--- config.mk ---
export PLATFORM = sky130hd
export DESIGN_NAME = touch_two_point_calibration
export DESIGN_NICKNAME = d
export VERILOG_FILES = /design/src/hw/rtl/tpc_pkg.sv /design/src/hw/rtl/touch_two_point_calibration.sv /design/src/hw/rtl/tpc_prep.sv /design/src/hw/rtl/tpc_div_stage.sv /design/src/hw/rtl/tpc_finish.sv
export SDC_FILE = /design/constraint.sdc
export NUM_CORES = 2
export LEC_CHECK = 0
export BUFFER_PORTS_ARGS = -buffer_cell sky130_fd_sc_hd__buf_2
export CELL_PAD_IN_SITES_DETAIL_PLACEMENT = 0
export CELL_PAD_IN_SITES_GLOBAL_PLACEMENT = 1
export CORE_MARGIN = 8
export CORE_UTILIZATION = 56
export DETAILED_ROUTE_END_ITERATION = 10
export HOLD_SLACK_MARGIN = 0.05
export PLACE_DENSITY = 0.9
export RECOVER_POWER = 100
export REMOVE_ABC_BUFFERS = 1
export SYNTH_ARGS = -nofsm -noshare
export SYNTH_HDL_FRONTEND = slang
export SYNTH_SLANG_ARGS = --single-unit
--- constraint.sdc ---
create_clock -name clk -period 64.4 [get_ports clk]
set_clock_uncertainty 0.05 [all_clocks]
set_input_delay 9.66 -clock clk [delete_from_list [all_inputs] [get_ports clk]]
set_output_delay 9.66 -clock clk [all_outputs]
set_load 0.02 [all_outputs]
--- src/hw/rtl/tpc_pkg.sv ---
// Shared types, constants and per-axis helper functions of the two-point calibration block.
// Used by every module of the block; depends on nothing.
`default_nettype none
package tpc_pkg;

  localparam int FIELD_W    = 16;
  localparam int RAW_W      = 12;
  localparam int PIX_W      = 8;
  localparam int NUM_W      = RAW_W + 8;
  localparam int DIV_STEPS  = 4;
  localparam int DIV_STAGES = NUM_W / DIV_STEPS;
  localparam int IN_W       = 8 * FIELD_W;
  localparam int OUT_W      = 4 * FIELD_W;

  localparam logic [FIELD_W-1:0] RAW_LIMIT   = 16'h1000;
  localparam logic [FIELD_W-1:0] PIX_X_LIMIT = 16'd256;
  localparam logic [FIELD_W-1:0] PIX_Y_LIMIT = 16'd192;
  localparam logic [NUM_W-1:0]   POS_MAX     = 20'h07FFF;
  localparam logic [NUM_W-1:0]   NEG_MAX     = 20'h08000;

  typedef struct packed {
    logic [NUM_W-1:0]   num;
    logic [PIX_W-1:0]   rem;
    logic [PIX_W-1:0]   den;
    logic               neg;
    logic [RAW_W:0]     raw_sum;
    logic [PIX_W:0]     pix_sum;
  } axis_t;

  typedef struct packed {
    logic  valid;
    logic  ok;
    axis_t x;
    axis_t y;
  } stage_t;

  function automatic axis_t axis_prep(input logic [FIELD_W-1:0] raw1,
                                      input logic [FIELD_W-1:0] raw2,
                                      input logic [FIELD_W-1:0] pix1,
                                      input logic [FIELD_W-1:0] pix2);
    axis_t          a;
    logic [RAW_W:0] rw;
    logic [RAW_W:0] rw_neg;
    logic [PIX_W:0] pw;
    logic [PIX_W:0] pw_neg;
    rw     = {1'b0, raw1[RAW_W-1:0]} - {1'b0, raw2[RAW_W-1:0]};
    rw_neg = {(RAW_W+1){1'b0}} - rw;
    pw     = {1'b0, pix1[PIX_W-1:0]} - {1'b0, pix2[PIX_W-1:0]};
    pw_neg = {(PIX_W+1){1'b0}} - pw;
    a.num     = {(rw[RAW_W] ? rw_neg[RAW_W-1:0] : rw[RAW_W-1:0]), 8'h00};
    a.den     = pw[PIX_W] ? pw_neg[PIX_W-1:0] : pw[PIX_W-1:0];
    a.rem     = '0;
    a.neg     = rw[RAW_W] ^ pw[PIX_W];
    a.raw_sum = {1'b0, raw1[RAW_W-1:0]} + {1'b0, raw2[RAW_W-1:0]};
    a.pix_sum = {1'b0, pix1[PIX_W-1:0]} + {1'b0, pix2[PIX_W-1:0]};
    return a;
  endfunction

  // Restoring division, one quotient bit per step, quotient shifted into num.
  function automatic axis_t div_steps(input axis_t a_in);
    axis_t        a;
    logic [PIX_W:0] trial;
    a = a_in;
    for (int i = 0; i < DIV_STEPS; i++) begin
      trial = {a.rem, a.num[NUM_W-1]};
      if (trial >= {1'b0, a.den}) begin
        trial = trial - {1'b0, a.den};
        a.num = {a.num[NUM_W-2:0], 1'b1};
      end else begin
        a.num = {a.num[NUM_W-2:0], 1'b0};
      end
      a.rem = trial[PIX_W-1:0];
    end
    return a;
  endfunction

endpackage
`default_nettype wire

--- src/hw/rtl/touch_two_point_calibration.sv ---
// Top level of the two-point touch calibration block: stream ports and pipeline stages.
// Depends on tpc_pkg, tpc_prep, tpc_div_stage and tpc_finish.
//
// One input item carries two calibration points (raw panel reading and screen pixel
// each) on s_tdata; one result item per input leaves on m_tdata, with the failure flag
// on m_tuser. When m_tuser is high all of m_tdata is zero.
// The block is a fixed pipeline of eight register stages: an input check stage, five
// divider stages of four quotient bits each, a sign and range stage, and a stage that
// forms the offset into the output register. One item can be accepted in every cycle
// while the output register is empty or being taken.
// All stages advance together whenever the output register is empty or being taken,
// so s_tready follows !m_tvalid || m_tready; while the receiver stalls, every stage
// holds and no item is lost or repeated.
// Synchronous reset empties the pipeline; no result is pending afterwards.
`default_nettype none
module touch_two_point_calibration (
  input  wire logic                      clk,
  input  wire logic                      rst,
  input  wire logic                      s_tvalid,
  output logic                           s_tready,
  // raw_x_first, raw_y_first, pix_x_first, pix_y_first,
  // raw_x_second, raw_y_second, pix_x_second, pix_y_second
  input  wire logic [tpc_pkg::IN_W-1:0]  s_tdata,
  output logic                           m_tvalid,
  input  wire logic                      m_tready,
  // x_offset, y_offset, x_dot_size, y_dot_size
  output logic [tpc_pkg::OUT_W-1:0]      m_tdata,
  // failed
  output logic                           m_tuser
);
  import tpc_pkg::*;

  logic   en;
  stage_t pipe [0:DIV_STAGES];

  assign en       = !m_tvalid || m_tready;
  assign s_tready = en;

  tpc_prep u_prep (
    .clk      (clk),
    .rst      (rst),
    .en       (en),
    .in_valid (s_tvalid),
    .in_data  (s_tdata),
    .out      (pipe[0])
  );

  for (genvar g = 0; g < DIV_STAGES; g++) begin : g_div
    tpc_div_stage u_div (
      .clk (clk),
      .rst (rst),
      .en  (en),
      .in  (pipe[g]),
      .out (pipe[g+1])
    );
  end

  tpc_finish u_finish (
    .clk        (clk),
    .rst        (rst),
    .en         (en),
    .in         (pipe[DIV_STAGES]),
    .out_valid  (m_tvalid),
    .out_data   (m_tdata),
    .out_failed (m_tuser)
  );

endmodule
`default_nettype wire

--- src/hw/rtl/tpc_prep.sv ---
// Input stage: range and distinctness checks, signed differences split into sign and magnitude.
// Depends on tpc_pkg.
`default_nettype none
module tpc_prep (
  input  wire logic                    clk,
  input  wire logic                    rst,
  input  wire logic                    en,
  input  wire logic                    in_valid,
  input  wire logic [tpc_pkg::IN_W-1:0] in_data,
  output tpc_pkg::stage_t              out
);
  import tpc_pkg::*;

  logic [FIELD_W-1:0] rx1, ry1, px1, py1, rx2, ry2, px2, py2;
  logic               in_ok;

  assign rx1 = in_data[0*FIELD_W +: FIELD_W];
  assign ry1 = in_data[1*FIELD_W +: FIELD_W];
  assign px1 = in_data[2*FIELD_W +: FIELD_W];
  assign py1 = in_data[3*FIELD_W +: FIELD_W];
  assign rx2 = in_data[4*FIELD_W +: FIELD_W];
  assign ry2 = in_data[5*FIELD_W +: FIELD_W];
  assign px2 = in_data[6*FIELD_W +: FIELD_W];
  assign py2 = in_data[7*FIELD_W +: FIELD_W];

  assign in_ok = (rx1 < RAW_LIMIT) && (ry1 < RAW_LIMIT) && (rx2 < RAW_LIMIT) &&
                 (ry2 < RAW_LIMIT) && (px1 < PIX_X_LIMIT) && (px2 < PIX_X_LIMIT) &&
                 (py1 < PIX_Y_LIMIT) && (py2 < PIX_Y_LIMIT) && (px1 != px2) &&
                 (py1 != py2) && (rx1 != rx2) && (ry1 != ry2);

  always_ff @(posedge clk) begin
    if (rst) begin
      out.valid <= 1'b0;
    end else if (en) begin
      out.valid <= in_valid;
    end
    if (en) begin
      out.ok <= in_ok;
      out.x  <= axis_prep(rx1, rx2, px1, px2);
      out.y  <= axis_prep(ry1, ry2, py1, py2);
    end
  end

endmodule
`default_nettype wire

--- src/hw/rtl/tpc_div_stage.sv ---
// One register stage of the pipelined divider, four quotient bits for both axes.
// Depends on tpc_pkg.
`default_nettype none
module tpc_div_stage (
  input  wire logic     clk,
  input  wire logic     rst,
  input  wire logic     en,
  input  wire tpc_pkg::stage_t in,
  output tpc_pkg::stage_t out
);
  import tpc_pkg::*;

  always_ff @(posedge clk) begin
    if (rst) begin
      out.valid <= 1'b0;
    end else if (en) begin
      out.valid <= in.valid;
    end
    if (en) begin
      out.ok <= in.ok;
      out.x  <= div_steps(in.x);
      out.y  <= div_steps(in.y);
    end
  end

endmodule
`default_nettype wire

--- src/hw/rtl/tpc_finish.sv ---
// Final two stages: signed dot size with overflow check, then offset and the output register.
// Depends on tpc_pkg.
`default_nettype none
module tpc_finish (
  input  wire logic                     clk,
  input  wire logic                     rst,
  input  wire logic                     en,
  input  wire tpc_pkg::stage_t          in,
  output logic                          out_valid,
  output logic [tpc_pkg::OUT_W-1:0]     out_data,
  output logic                          out_failed
);
  import tpc_pkg::*;

  logic                      valid_a;
  logic                      ok_a;
  logic signed [FIELD_W-1:0] xdot_a, ydot_a;
  logic [RAW_W:0]            xraw_a, yraw_a;
  logic [PIX_W:0]            xpix_a, ypix_a;

  logic                      xover, yover;
  logic [FIELD_W-1:0]        xq, yq;

  logic signed [25:0]        xprod, yprod;
  logic signed [26:0]        xv, yv;

  assign xover = in.x.neg ? (in.x.num > NEG_MAX) : (in.x.num > POS_MAX);
  assign yover = in.y.neg ? (in.y.num > NEG_MAX) : (in.y.num > POS_MAX);
  assign xq    = in.x.neg ? (16'd0 - in.x.num[FIELD_W-1:0]) : in.x.num[FIELD_W-1:0];
  assign yq    = in.y.neg ? (16'd0 - in.y.num[FIELD_W-1:0]) : in.y.num[FIELD_W-1:0];

  always_ff @(posedge clk) begin
    if (rst) begin
      valid_a   <= 1'b0;
      out_valid <= 1'b0;
    end else if (en) begin
      valid_a   <= in.valid;
      out_valid <= valid_a;
    end
  end

  always_ff @(posedge clk) begin
    if (en) begin
      ok_a   <= in.ok && !xover && !yover;
      xdot_a <= xq;
      ydot_a <= yq;
      xraw_a <= in.x.raw_sum;
      yraw_a <= in.y.raw_sum;
      xpix_a <= in.x.pix_sum;
      ypix_a <= in.y.pix_sum;
    end
  end

  assign xprod = $signed({16'd0, xpix_a}) * $signed({{10{xdot_a[FIELD_W-1]}}, xdot_a});
  assign yprod = $signed({16'd0, ypix_a}) * $signed({{10{ydot_a[FIELD_W-1]}}, ydot_a});
  assign xv    = $signed({6'd0, xraw_a, 8'h00}) - $signed({xprod[25], xprod});
  assign yv    = $signed({6'd0, yraw_a, 8'h00}) - $signed({yprod[25], yprod});

  always_ff @(posedge clk) begin
    if (en) begin
      out_failed <= !ok_a;
      if (ok_a) begin
        out_data <= {ydot_a, xdot_a, yv[22:7], xv[22:7]};
      end else begin
        out_data <= '0;
      end
    end
  end

endmodule
`default_nettype wire

==> reports/metrics.cfg <==
[setup_path]
cp_data_arrival_time_ns=15.04
end_kind=output port
critPathLaunch=m_tready
crit_path_start_kind=input pin
crit_type=in -> out
crit_fanout=118
worstPathCellList=buf_2, nor2b_1, clkinvlp_2, clkbuf_1
slowest_delay_ns=3.76
path_buf_inv=3
cp_slowest_cell=clkinvlp_2
required_ns=54.69
reg2reg_from=u_finish.out_valid
cpLargestDelayFamily=buffers and inverters

[clock_network]
clock-sinks=728
h-tree-depth=3
cts-root-buf=clkbuf_16
hold_buffers=0
cts_resized=0
cts_buffer_depth=3
cts_setup_buffers=0
clk_latency_ns=0.65
cts_made_buffers=78
cts_tree=built
cts.clk_slew.worst_paths_ns=0.06

[sta]
fmax_mhz=40.4
min_period_over_period_pct=38.4
setup_tns_ns=0
rsz0062_at_grt=no
setup_viol=0
tightest_slew_ns=10.15
max_slew_margin_pct=-576
report.final.slew_viol_count=778
finalHoldViolations=0
finalCriticalPeriod_ns=24.75

[outcome]
outcome=complete, but fails checks
violations=capacitance limit, slew limit

[die]
die_x_um=322
fp-row-count=112
num_io_pins=199
fp.coreArea_sq_mm=0.0932
die_height_um=322
dieArea_sq_mm=0.104
start_util_pct=56.4

[final_layout]
fill_cells=7440
area_delta_synth_final_pct=9.02
drive_above_1_share_pct=8.06
fin_nets=5818
regArea_sq_mm=0.0218
multi_input_area_sq_mm=0.0281

[grt]
grt_first_pass_wirelength_mm=177
grt-ovfl-total=0
antenna_found_initial=4
grt_usage_pct=20.8
grt_max_degree=214
grt_pass1_vias=35000

[yosys]
synth_area_sq_mm=0.0525
synthArstFlopShare_pct=0
synthCells=4725
ys_warn_count=0
synth_cell_types=97
ys_ff_latch=728
synth_edf_count=720
yosysSeqAreaShare_pct=41.5
avgSynthCellArea_sq_um=11.1
synthFlopType=edfxtp_1

[detailed_routing]
dr.pass1.iters=6
wirelength_mm=109
via_per_inst=5.55
postRouteAntennaNets=0
drt_iter0_drc=2310
drc=0
vias=34600
routedWlPerCell_um=17.4

[placed_design]
finalWeightedCongestion=0.891
portBuffers=198
hpwl_mm=83.3

[run]
max-cap-violations=8

[hold_path]
hp-class=reg -> reg
worst_hold_startpoint=g_div[3].u_div.out[40]

-- worst reg2reg max path, stage by stage, from the launching register on --
cell and delay, ns:
dfxtp_1 0.32, nor2b_1 0.22, clkinvlp_2 2.82, clkbuf_1 2.84
clkbuf_1 7.30
-- stage by stage --
stage / cell area [sq um] / instances / utilization (%) / hold slack (ns) / setup WS, ns
after floorplan: 52100 / 4621 / - / 0.350 / 31.34
after global placement: 54800 / 6086 / 58.8 / 0.350 / 43.56
after detailed placement: 54800 / 6086 / 58.8 / 0.355 / 43.51
after CTS: 57500 / 6232 / 61.7 / 0.353 / 43.46
after global routing: 57300 / 6232 / 61.4 / 0.368 / 38.80
final: 57300 / 6236 / 61.5 / 0.356 / 39.65
-- layout make-up --
class	count	area share, %
multi-input combinational	3337	49.1
sequential	728	38.0
inverter	556	3.65
clock buffer	87	3.50
tap	1254	2.74
timing repair buffer	211	1.65
clock inverter	59	1.28
antenna	4	0.0175
-- synth_stat cells (43+ instances only) --
| master | number | area share, % |
|---|---|---|
| and2_1 | 183 | 2.2 |
| nor2b_1 | 79 | 0.94 |
| nor2_1 | 279 | 2.0 |
| nand2b_1 | 43 | 0.51 |
| nor3_1 | 83 | 0.79 |
| inv_1 | 545 | 3.9 |
| fa_1 | 282 | 11 |
| a21o_1 | 65 | 0.93 |
| xnor2_1 | 268 | 4.5 |
| edfxtp_1 | 720 | 41 |
| a21oi_1 | 228 | 2.2 |
| o21ai_0 | 148 | 1.4 |
| xor2_1 | 102 | 1.7 |
| mux2_2 | 112 | 2.4 |
| nand2_1 | 334 | 2.4 |
| clkbuf_1 | 82 | 0.59 |
| o21a_1 | 58 | 0.83 |
| nand4_1 | 43 | 0.51 |
| nand3_1 | 53 | 0.50 |
| ha_1 | 492 | 12 |
| o21bai_1 | 57 | 0.81 |
-- metal layers --
metal / part of all wire, % / track usage, % / vias to the layer above
met5: 0 / 0 / -
met4: 2.2 / 5.97 / 0
met3: 5.1 / 2.85 / 161
met2: 47 / 34.9 / 759
met1: 45 / 28.2 / 16800
li1: - / - / 16900
-- final timing paths --
| check | end | slack [ns] | cells past startpoint |
|---|---|---|---|
| max | s_tready | 39.65 | 4 |
| min | g_div[4].u_div.out[44] | 0.36 | 0 |
| max reg2reg | g_div[1].u_div.out[84] | 49.98 | 4 |
| min reg2reg | g_div[4].u_div.out[44] | 0.36 | 0 |
-- cells by family (layout without fill, tap and decap cells) --
group / Yosys count / after routing / synth area share (%)
buffers and inverters: 660 / 913 / 4.80
multiplexers: 157 / 157 / 3.31
flip-flops: 728 / 728 / 41.5
adder cells (fa/ha/maj): 774 / 774 / 22.5
AO/OA/AOI/OAI: 796 / 796 / 10.1
other: 0 / 4 / 0
AND/OR/NAND/NOR: 1240 / 1240 / 11.7
XOR/XNOR: 370 / 370 / 6.17
-- cell usage in the layout, fill, tap and decap left out, types with 102 or more instances in the layout --
| cell type | count |
|---|---|
| inv_1 | 549 |
| fa_1 | 282 |
| xnor2_1 | 268 |
| mux2_2 | 104 |
| a21oi_1 | 230 |
| and2_1 | 158 |
| ha_1 | 492 |
| buf_2 | 123 |
| o21ai_0 | 151 |
| nand2_1 | 334 |
| nor2_1 | 280 |
| edfxtp_1 | 720 |
| xor2_1 | 102 |
-- sequential cells by signal, indices dropped and copies added, names as in the netlist --
register and flops:
g_div.u_div.out 500, u_finish.ok_a 1, u_finish.out_data 64, u_finish.out_failed 1, u_finish.out_valid 1, u_finish.valid_a 1
u_finish.xdot_a 16, u_finish.xpix_a 9, u_finish.xraw_a 13, u_finish.ydot_a 16, u_finish.ypix_a 9, u_finish.yraw_a 13
u_prep.out 84
Power is left out: the tool's default activity adds up to more than one toggle a clock period on the data nets, which glitch-free logic cannot reach.
